**config.mk**
```make
export PLATFORM = sky130hd
export DESIGN_NAME = heif_ftyp_brand_sniffer_top
export DESIGN_NICKNAME = d
export VERILOG_FILES = /design/src/hfs_pkg.sv /design/src/hfs_in_stage.sv /design/src/hfs_scan.sv /design/src/heif_ftyp_brand_sniffer_top.sv
export SDC_FILE = /design/constraint.sdc
export NUM_CORES = 1
export LEC_CHECK = 0
export BUFFER_PORTS_ARGS = -buffer_cell sky130_fd_sc_hd__buf_2
export CAP_MARGIN = 20
export CORE_ASPECT_RATIO = 1.1
export CORE_MARGIN = 2
export CORE_UTILIZATION = 50
export DETAILED_ROUTE_END_ITERATION = 16
export PLACE_DENSITY = 0.69
export SLEW_MARGIN = 20
export SYNTH_ARGS = -nofsm -noshare
export SYNTH_HDL_FRONTEND = slang
export SYNTH_SLANG_ARGS = --single-unit
```
**constraint.sdc**
```tcl
create_clock -name i_clk -period 3.6 [get_ports i_clk]
set_input_delay 0.72 -clock i_clk [delete_from_list [all_inputs] [get_ports i_clk]]
set_output_delay 0.72 -clock i_clk [all_outputs]
set_load 0.01 [all_outputs]
```
**src/hfs_pkg.sv**
```systemverilog
package hfs_pkg;

    // Compatible words are scanned at offsets 16, 20, ... below this limit.
    localparam int SCAN_LIMIT = 64;
    localparam int OFFSET_SAT = SCAN_LIMIT + 3;
    localparam int OFF_W      = $clog2(OFFSET_SAT + 1);

    localparam logic [OFF_W-1:0] FTYP_END   = OFF_W'(7);
    localparam logic [OFF_W-1:0] MAJOR_END  = OFF_W'(11);
    localparam logic [OFF_W-1:0] COMPAT_END = OFF_W'(19);
    localparam logic [OFF_W-1:0] OFF_MAX    = OFF_W'(OFFSET_SAT);
    localparam logic [OFF_W-1:0] LAST_SHORT = OFF_W'(11);

    localparam logic [31:0] W_FTYP = 32'h6674_7970;
    localparam logic [31:0] W_HEIC = 32'h6865_6963;
    localparam logic [31:0] W_HEIX = 32'h6865_6978;
    localparam logic [31:0] W_HEVC = 32'h6865_7663;
    localparam logic [31:0] W_HEIM = 32'h6865_696D;
    localparam logic [31:0] W_HEIS = 32'h6865_6973;
    localparam logic [31:0] W_MIF1 = 32'h6D69_6631;
    localparam logic [31:0] W_MSF1 = 32'h6D73_6631;

    typedef struct packed {
        logic [7:0] byte_value;
        logic       last_byte;
    } t_in_item;

    typedef struct packed {
        logic is_heif;
        logic ftyp_seen;
        logic major_brand_hit;
        logic compat_brand_hit;
        logic too_short;
    } t_out_item;

    function automatic logic is_compat_brand(input logic [31:0] w);
        return (w == W_HEIC) || (w == W_HEIX) || (w == W_HEVC);
    endfunction

    function automatic logic is_major_brand(input logic [31:0] w);
        return is_compat_brand(w) || (w == W_HEIM) || (w == W_HEIS) ||
               (w == W_MIF1) || (w == W_MSF1);
    endfunction

endpackage

```
**src/hfs_in_stage.sv**
```systemverilog
module hfs_in_stage
    import hfs_pkg::*;
(
    input  logic     i_clk,
    input  logic     i_rst_n,
    input  logic     i_in_valid,
    input  t_in_item i_in_data,
    output logic     o_in_stall,
    input  logic     i_take,
    output logic     o_valid,
    output t_in_item o_data
);

    logic     r_valid;
    t_in_item r_data;
    logic     w_load;

    // Register is free when empty or being drained this cycle.
    assign o_in_stall = r_valid && !i_take;
    assign w_load     = i_in_valid && !o_in_stall;

    always_ff @(posedge i_clk) begin
        if (!i_rst_n) begin
            r_valid <= 1'b0;
        end else if (w_load) begin
            r_valid <= 1'b1;
        end else if (i_take) begin
            r_valid <= 1'b0;
        end
    end

    always_ff @(posedge i_clk) begin
        if (w_load) begin
            r_data <= i_in_data;
        end
    end

    assign o_valid = r_valid;
    assign o_data  = r_data;

endmodule

```
**src/hfs_scan.sv**
```systemverilog
module hfs_scan
    import hfs_pkg::*;
(
    input  logic      i_clk,
    input  logic      i_rst_n,
    input  logic      i_valid,
    input  t_in_item  i_data,
    output logic      o_take,
    output logic      o_out_valid,
    input  logic      i_out_stall,
    output t_out_item o_out_data
);

    logic [OFF_W-1:0] r_byte_offset, n_byte_offset;
    logic [23:0]      r_recent, n_recent;
    logic             r_ftyp, n_ftyp;
    logic             r_major, n_major;
    logic             r_compat_pending, n_compat_pending;
    logic             r_compat, n_compat;
    logic             r_out_valid;
    t_out_item        r_out;
    t_out_item        w_res;
    logic [31:0]      w_word;
    logic             w_out_free;
    logic             w_done;

    assign w_out_free = !r_out_valid || !i_out_stall;
    // A non-final byte never needs the result register.
    assign o_take     = i_valid && (!i_data.last_byte || w_out_free);
    assign w_done     = o_take && i_data.last_byte;
    assign w_word     = {r_recent, i_data.byte_value};

    always_comb begin
        n_ftyp           = r_ftyp;
        n_major          = r_major;
        n_compat         = r_compat || r_compat_pending;
        n_compat_pending = 1'b0;
        if (r_byte_offset == FTYP_END && w_word == W_FTYP) begin
            n_ftyp = 1'b1;
        end
        if (r_byte_offset == MAJOR_END && is_major_brand(w_word)) begin
            n_major = 1'b1;
        end
        if (r_byte_offset >= COMPAT_END && r_byte_offset < OFF_MAX &&
            r_byte_offset[1:0] == 2'b11 && is_compat_brand(w_word)) begin
            n_compat_pending = 1'b1;
        end
        n_recent      = w_word[23:0];
        n_byte_offset = (r_byte_offset < OFF_MAX) ? r_byte_offset + 1'b1
                                                   : r_byte_offset;

        w_res.too_short        = r_byte_offset < LAST_SHORT;
        w_res.ftyp_seen        = n_ftyp;
        w_res.major_brand_hit  = n_major;
        w_res.compat_brand_hit = n_compat;
        w_res.is_heif          = !w_res.too_short && n_ftyp && (n_major || n_compat);
    end

    always_ff @(posedge i_clk) begin
        if (!i_rst_n || w_done) begin
            r_byte_offset    <= '0;
            r_recent         <= '0;
            r_ftyp           <= 1'b0;
            r_major          <= 1'b0;
            r_compat_pending <= 1'b0;
            r_compat         <= 1'b0;
        end else if (o_take) begin
            r_byte_offset    <= n_byte_offset;
            r_recent         <= n_recent;
            r_ftyp           <= n_ftyp;
            r_major          <= n_major;
            r_compat_pending <= n_compat_pending;
            r_compat         <= n_compat;
        end
    end

    always_ff @(posedge i_clk) begin
        if (!i_rst_n) begin
            r_out_valid <= 1'b0;
        end else if (w_done) begin
            r_out_valid <= 1'b1;
        end else if (!i_out_stall) begin
            r_out_valid <= 1'b0;
        end
    end

    always_ff @(posedge i_clk) begin
        if (w_done) begin
            r_out <= w_res;
        end
    end

    assign o_out_valid = r_out_valid;
    assign o_out_data  = r_out;

    a_heif_needs_sig: assert property (@(posedge i_clk) disable iff (!i_rst_n)
        r_out_valid && r_out.is_heif |-> r_out.ftyp_seen && !r_out.too_short)
        else $error("is_heif without signature or with short file");

    a_clear_after_last: assert property (@(posedge i_clk) disable iff (!i_rst_n)
        w_done |=> r_byte_offset == '0 && !r_compat_pending && !r_ftyp)
        else $error("scan state not cleared after final byte");

    a_offset_sat: assert property (@(posedge i_clk) disable iff (!i_rst_n)
        r_byte_offset <= OFF_MAX)
        else $error("offset counter past saturation");

    a_pending_pos: assert property (@(posedge i_clk) disable iff (!i_rst_n)
        r_compat_pending |-> r_byte_offset[1:0] == 2'b00 && r_byte_offset > COMPAT_END)
        else $error("compatible pending at wrong offset");

endmodule

```
**src/heif_ftyp_brand_sniffer_top.sv**
```systemverilog
// After the request carrying the final byte is accepted, its verdict passes through
// the input register, then the result register.
// Throughput: one byte per cycle; the scan state is updated once per byte in the
// single compare stage, and only the final byte waits on a stalled result.
// Reset (synchronous, active low) clears offset, history, flags and both valids.
module heif_ftyp_brand_sniffer_top
    import hfs_pkg::*;
(
    input  logic      i_clk,
    input  logic      i_rst_n,
    input  logic      i_in_valid,
    input  t_in_item  i_in_data,
    output logic      o_in_stall,
    output logic      o_out_valid,
    input  logic      i_out_stall,
    output t_out_item o_out_data
);

    // Registered byte handed to the compare stage.
    logic     w_stage_valid;
    t_in_item w_stage_data;
    logic     w_take;

    hfs_in_stage u_in_stage (
        .i_clk      (i_clk),
        .i_rst_n    (i_rst_n),
        .i_in_valid (i_in_valid),
        .i_in_data  (i_in_data),
        .o_in_stall (o_in_stall),
        .i_take     (w_take),
        .o_valid    (w_stage_valid),
        .o_data     (w_stage_data)
    );

    // Offset counter, 3-byte history, brand compares and the result register.
    hfs_scan u_scan (
        .i_clk       (i_clk),
        .i_rst_n     (i_rst_n),
        .i_valid     (w_stage_valid),
        .i_data      (w_stage_data),
        .o_take      (w_take),
        .o_out_valid (o_out_valid),
        .i_out_stall (i_out_stall),
        .o_out_data  (o_out_data)
    );

endmodule

```
# ---- Word-level counts from Yosys, hierarchy flattened
# Cells that the tools add are included.
dict set report totals {
  mem_bits_ro 0
  word_cells 69
  inputBits 13
  latch_bits 0
  out_inout_bits 7
  mem_bits_rw 0
  reg_bits 51
  mem_count 0
}
dict set report op_classes {
  mux 7
  bitwise_logic 0
  n_shift 0
  n_lt_le_gt_ge 3
  div_mod_pow 0
  mul 0
  n_eq_ne 12
  addsub 1
  n_reduce_logical 31
}
# operator n
set op_table {}
lappend op_table {{equality test 32 x 31 -> 1 bit (second input constant)} 8}
lappend op_table {{logical AND 1 bit} 11}
lappend op_table {{logical OR 1 bit} 11}
lappend op_table {{adder 7 x 1 -> 7 bit (second input constant)} 1}
lappend op_table {{equality test 7 x 3 -> 1 bit (second input constant)} 1}
lappend op_table {{equality test 7 x 4 -> 1 bit (second input constant)} 1}
lappend op_table {{greater-or-equal comparator 7 x 5 -> 1 bit (second input constant)} 1}
lappend op_table {{logical NOT 1 bit} 7}
lappend op_table {{less-than comparator 7 x 4 -> 1 bit (second input constant)} 1}
lappend op_table {{less-than comparator 7 bit (second input constant)} 1}
lappend op_table {{two-way mux 1 bit} 7}
lappend op_table {{equality test 2 bit (second input constant)} 1}
lappend op_table {{!= test 2 x 1 -> 1 bit (second input constant)} 1}
lappend op_table {{AND reduction 2 bit} 1}
lappend op_table {{nonzero test 2 bit} 1}

# ---- Depth between registers and ports, before layout
# Gate-level depths: netlist (run 1).
dict set report logic_depth {
  depth_word 11
  depth_mapped 7
  depth_no_buf 5
}

# ---- By module
# From an unflattened synthesis (run 1), not the netlist that was laid out.
dict set report hier_totals {
  hier_cells 240
  hier_area_um2 2234.6
}
# mod seq_area_each_um2 cells_per_inst n_inst area_per_inst_um2
set by_module_without_submodules {}
lappend by_module_without_submodules {hfs_scan 870.8 227 1 1916.8}
lappend by_module_without_submodules {hfs_in_stage 290.3 13 1 317.8}

# ---- Least setup slack after synthesis (run 1)
# OpenSTA, ideal clock, no wires.
dict set report synth_path {
  kind {input to register}
  startpoint {input port i_out_stall}
  endpoint {register u_scan.r_byte_offset[0]}
  arrival_ns 1.696
  path_buffers 2
  setup_ns 0.128
  slack_ns 1.776
  cell_stages 7
  required_ns 3.472
  cell_sequence {nand3_1 > and2_1 > clkbuf_1 > nand2_1 > nand2_1 > clkbuf_1 > nor2_1}
}
dict set report synth_via {
  elab_chain_len 6
  word_cells_on_any_way 7
  cone_classes {7 x reduce/logical}
}
# item line
set synth_rtl {}
lappend synth_rtl {{start, declared} heif_ftyp_brand_sniffer_top.sv:15} ;# input logic i_out_stall,
lappend synth_rtl {{logical NOT 1 bit (*)} hfs_scan.sv:27} ;# assign w_out_free = !r_out_valid || !i_out_stall;
lappend synth_rtl {{logical OR 1 bit (*)} hfs_scan.sv:27}
lappend synth_rtl {{logical OR 1 bit (*)} hfs_scan.sv:29} ;# assign o_take = i_valid && (!i_data.last_byte || w_out_free);
lappend synth_rtl {{logical AND 1 bit (*)} hfs_scan.sv:29}
lappend synth_rtl {{logical AND 1 bit} hfs_scan.sv:30} ;# assign w_done = o_take && i_data.last_byte;
lappend synth_rtl {{logical OR 1 bit} hfs_scan.sv:60} ;# if (!i_rst_n || w_done) begin
lappend synth_rtl {{end signal, assigned} hfs_scan.sv:68} ;# r_byte_offset <= n_byte_offset;
lappend synth_rtl {{end, declared} hfs_scan.sv:14} ;# logic [OFF_W-1:0] r_byte_offset, n_byte_offset;
# Mark *: on every way between the ends. The rest lies on a longest branch, timed or not.
# A chain may end at the register's enable or synchronous reset.

==> results.cfg, run 1 <==
[pwr]
p_switching_uw = 226
internal-power_uw = 761
p_seq_share_pct = 62.7
vdd_ir_drop_max_v = 0.000288
p_per_area_nw_per_um2 = 410
p_sw_share_pct = 22.9
combPwrFrac_pct = 5.4
p_leak_uw = 0.000840
clkPwrFrac_pct = 31.9

[worst_setup_path]
reg2reg_depth = 5
regToRegEndpoint = u_scan.o_out_data[4]
r2r_setup_slack_ns = 1.54
crit_type = flop to flop
cp.arrival_ns = 2.23
path_max_fanout = 7
crit_path_start_kind = flop
crit_required_ns = 3.76
timing.rr.start = u_in_stage.o_data[2]
end_kind = flop

[placement]
dp.cells = 302
io_buffers = 19
placed_area_sq_um = 2330
gp_congestion = 0.880
hpwl_mm = 2.86

[sta]
fin_tns_setup_ns = 0
max_slew_margin_pct = 42.0
final-setup-viol-count = 0
fin_crit_sh_pct = 57.3
hold_viol = 0
tightest_slew_ns = 0.869
rsz0062_at_grt = false
min_period_ns = 2.06
fmax_mhz = 484
skew_ns = 0.0109
slew_violations = 0

[routing]
vias = 1699
drt-total-wl_mm = 4.11
drc = 0
first_pass_iters = 4
ant_nets = 0
vias_per_cell = 5.48
drtIter0Drc = 103
wl_per_cell_microns = 13.2

[synthesis]
synth_top_area_share_pct = 34.0
synth_edf_count = 14
synth_cell_types = 44
synth-main-ff-cell = dfxtp_1
yosysTopAreaCell = dfxtp_1
synth_nets = 250
ys_ff_latch = 51
synth.cell_area_sq_um = 2180
syn_avg_cell_area_sq_um = 9.24
netlist_instances = 236
ys_seq_area_share_pct = 53.3
ys_async_sr_fraction_pct = 0
yosys_warnings = 0
ys_top_cells_by_area = dfxtp_1 34%, edfxtp_1 19%, nand2_1 11%, a21oi_1 6.7%, nor2_1 2.2%

[finish]
num-fill-cells = 407
drive_gt1_share_pct = 14.5
finalNonFillerCells = 310
area_growth_pct = 10.4
multi_input_area_sq_um = 965
diodes = 0
seqCellArea_sq_um = 1160
final_cell_mix = 63 x nand2_1, 37 x dfxtp_1, 29 x a21oi_1, 19 x buf_2, 14 x edfxtp_1
final_common_cell = nand2_1
design_area_sq_um = 2410
fin_util_pct = 56.6
finalNetCount = 269

[global_route]
grt_overflow = 0
grt_max_degree = 35
gr-usage-all-layers_pct = 19.1
grt_pass1_vias = 1560
grt_first_pass_wirelength_mm = 7.05
antenna_found_initial = 0

[hold_path]
worstHoldEndpoint = u_scan.r_recent[20]
whs_path_depth = 2
min_from = u_scan.r_recent[20]
hold_class = flop to flop

[clocking]
cts_max_path_buffers = 2
h-tree-depth = 2
cts_resized = 0
cts.sinks = 51
path_clk_slew_ns = 0.09
insertion_delay_ns = 0.30
cts-root-buf = clkbuf_8
cts_tree = built
post-cts-setup-buffers = 0
postCtsHoldBufs = 0
cts_buffers = 5

[floorplanning]
fp-row-count = 25
coreArea_sq_um = 4250
initial_core_util_pct = 51.2
die_y_microns = 73.2
fp.dieArea_sq_um = 4900
die_x_microns = 67.0
ioPinCount = 20

[run_status]
status = finished clean

[flow_run]
maxCapViolCount = 0
logic make-up (layout without fill, tap and decap cells):
family	after synthesis	in the layout	share of synthesized area, %
compound gates	44	44	12.5
xor+xnor	4	4	1.61
flops	51	51	53.3
buf+inv	14	34	2.47
simple gates	122	122	29.6
fa+ha+maj	1	1	0.574
worst max path at each step:
stage	from	to	cells past startpoint
6_report	u_in_stage.o_data[2]	u_scan.o_out_data[4]	5
5_1_grt	u_in_stage.o_data[2]	u_scan.o_out_data[4]	5
4_1_cts	u_in_stage.o_data[2]	u_scan.o_out_data[4]	5
3_5_place_dp	i_out_stall	u_scan.r_major	7
3_3_place_gp	i_out_stall	u_scan.r_major	7
2_1_floorplan	i_out_stall	u_scan.r_byte_offset[0]	7
stage by stage:
stage	setup WS, ns	hold WS (ns)	power [uW]
final	1.54	0.458	986
after global routing	1.30	0.494	1030
after CTS	1.46	0.462	995
after detailed placement	1.46	0.450	686
after global placement	1.52	0.443	685
after floorplan	1.78	0.429	663
registers in the layout, summed over array words and instances (netlist names):
signal and flops:
u_scan.r_recent 24, u_scan.r_ftyp 1, u_scan.r_byte_offset 7, u_scan.o_out_valid 1, u_in_stage.o_valid 1, u_scan.r_compat_pending 1
u_scan.r_compat 1, u_scan.r_major 1, u_scan.o_out_data 5, u_in_stage.o_data 9
cells in the mapped netlist, types with 2 or more instances:
master	n
and3_1	2
nor4b_1	5
clkbuf_1	9
nor3b_1	2
xor2_1	2
a21oi_1	29
nor4bb_1	3
nor4_1	2
inv_1	4
nand2_1	63
and4bb_2	3
o21ai_0	2
and3b_1	3
nor2_1	13
nand4_1	6
nor2b_1	5
edfxtp_1	14
dfxtp_1	37
xnor2_1	2
nand3_1	5
nor3_1	2
power by group through the flow:
| stage | Combinational [uW] | Sequential (uW) | Clock [uW] |
|---|---|---|---|
| 3_3_place_gp | 53.6 | 631 | 0 |
| 5_1_grt | 60.1 | 622 | 345 |
| 4_1_cts | 54.3 | 619 | 322 |
| 6_report | 53.3 | 619 | 314 |
| 2_1_floorplan | 34.9 | 629 | 0 |
| 3_5_place_dp | 54.2 | 632 | 0 |
cell type report:
cell class	count	share of cell area, %
Clock buffer	7	3.17
Clock inverter	1	0.208
Inverter	4	0.624
Multi-Input combinational cell	171	40.1
Sequential cell	51	48.2
Tap cell	54	2.81
Timing Repair Buffer	22	4.89
layer usage:
layer / wire [microns] / track usage, % / up-vias
li1: - / - / 871
met1: 1980 / 25.4 / 785
met2: 1850 / 29.3 / 35
met3: 185 / 4.63 / 8
met4: 90 / 8.84 / 0
met5: 0 / 0 / -
critical path, stage by stage (launching register included):
cell,delay [ns]
edfxtp_1,0.50
nor4b_1,0.50
nand4_1,0.15
o41ai_1,0.54
nand2_1,0.10
a21oi_1,0.14
Power figures use the tool's default switching activity.
==> inputs of run 2 (changes only) <==
clock period = 2.1 ns   (was 3.6 ns; I/O delays follow)
==> run 2 against run 1 <==
Compared with the run above: global-route usage rose by 0.43 points; total power is 87% higher; non-clock buffer count rose by 5; die area unchanged; clock-buffer cell count shrank 1; highest routed layer unchanged; register-to-register slack got worse by 1.3 ns; first-iteration DRC count is 11% higher; routed wire length increased by 8.1%; combinational power rose by 84%; via count grew 3.1%.
==> results.cfg, run 2 (synthesized netlist as in run 1, its figures left out) <==
[sta]
fmax_mhz = 526
fin_tns_setup_ns = 0
fin_crit_sh_pct = 90.5
hold_viol = 0
max_slew_margin_pct = 69.2
rsz0062_at_grt = false
min_period_ns = 1.90
slew_violations = 0
final-setup-viol-count = 0
tightest_slew_ns = 0.462
skew_ns = 0.00662

[global_route]
gr-usage-all-layers_pct = 19.5
grt_overflow = 0
grt_max_degree = 35
grt_pass1_vias = 1506
grt_first_pass_wirelength_mm = 7.10
antenna_found_initial = 0

[floorplanning]
coreArea_sq_um = 4250
ioPinCount = 20
fp.dieArea_sq_um = 4900
fp-row-count = 25
die_x_microns = 67.0
die_y_microns = 73.2
initial_core_util_pct = 51.2

[finish]
multi_input_area_sq_um = 965
finalNetCount = 274
largest_reg_flops = 24
area_growth_pct = 13.8
design_area_sq_um = 2480
final_common_cell = nand2_1
num-fill-cells = 384
final_cell_mix = 63 x nand2_1, 37 x dfxtp_1, 29 x a21oi_1, 19 x buf_2, 14 x edfxtp_1
drive_gt1_share_pct = 16.9
seqCellArea_sq_um = 1160
diodes = 0
top_register = u_scan.r_recent

[routing]
met3_length_microns = 195
drtIter0Drc = 114
dr_wl_met2_mm = 2.18
met1_length_mm = 2.01
vias_per_cell = 5.56
vias = 1752
drc = 0
first_pass_iters = 4
drt-total-wl_mm = 4.44
wl_per_cell_microns = 14.1
ant_nets = 0
routed.top_layer = met4

[placement]
io_buffers = 19
placed_area_sq_um = 2360
gp_congestion = 0.915
hpwl_mm = 3.16

[pwr]
vdd_ir_drop_max_v = 0.000585
p_leak_uw = 0.000883
total_power_uw = 1850
p_per_area_nw_per_um2 = 744

[worst_setup_path]
crit_required_ns = 2.26
crit_path_start_kind = flop
r2r_setup_slack_ns = 0.20
crit_type = flop to flop
path_max_fanout = 7
cp.arrival_ns = 2.06
crit_chain = nor4b_1 -> nand4_1 -> o32ai_1 -> a221oi_1 -> a21oi_1
cp_slowest_cell = edfxtp_1
max_stage_delay_ns = 0.48
end_kind = flop

[flow_run]
maxCapViolCount = 0

[clocking]
cts-root-buf = clkbuf_8
path_clk_slew_ns = 0.09
cts_max_path_buffers = 2
cts.sinks = 51
post-cts-setup-buffers = 0
h-tree-depth = 2
insertion_delay_ns = 0.30
cts_tree = built
cts_buffers = 5
postCtsHoldBufs = 0
cts_resized = 0

[hold_path]
hold_class = primary input to flop

[run_status]
status = finished clean
-- run 2: changes by cell type in the layout (fill, tap and decap cells not counted) --
cell	delta
clkbuf_1	-2
bufinv_16	+1
clkbuf_8	+1
buf_4	+5
-- run 2: layer usage --
metal / vias up / global-route usage, %
li1: 885 / -
met1: 818 / 25.8
met2: 45 / 31.1
met3: 4 / 5.09
met4: 0 / 6.58
met5: - / 0
-- run 2: power breakdown --
part           internal (uW)  leakage [uW]  total (uW)  switching (uW)
Sequential              1040      0.000427        1060            24.6
Clock                    385     0.0000612         689             304
Combinational           38.1      0.000395        98.0            59.9
Total                   1460      0.000883        1850             388
-- run 2: through the flow --
| step | hold slack (ns) | util (%) | setup slack [ns] | cells |
|---|---|---|---|---|
| after floorplan | 0.429 | - | 0.319 | 236 |
| after global placement | 0.440 | 55.6 | 0.265 | 307 |
| after detailed placement | 0.445 | 55.6 | 0.245 | 307 |
| after CTS | 0.282 | 58.3 | 0.215 | 315 |
| after global routing | 0.270 | 58.3 | 0.00148 | 315 |
| final | 0.291 | 58.3 | 0.199 | 315 |
-- run 2: area by class of cell --
| cell class | instances | share of cell area, % |
|---|---|---|
| well taps | 54 | 2.72 |
| flip-flops and latches | 51 | 46.8 |
| inverters | 4 | 0.605 |
| repair buffers | 27 | 6.25 |
| multi-input cells | 171 | 38.9 |
| clock inverters | 2 | 1.41 |
| clock buffers | 6 | 3.33 |
-- run 2: path summary, 6_finish.rpt --
kind,start,end,cells past startpoint
setup / recovery,u_in_stage.o_data[2],u_scan.o_out_data[4],5
hold / removal,i_in_data[1],u_in_stage.o_data[1],1
setup reg to reg,u_in_stage.o_data[2],u_scan.o_out_data[4],5
hold reg to reg,u_scan.r_recent[20],u_scan.r_recent[20],2
-- run 2: worst max-delay path, delay by kind of cell, from the launching register on --
family           cells  cell delay, ns
flip-flops           1            0.48
AND/OR/NAND/NOR      2            0.60
AO/OA/AOI/OAI        3            0.69
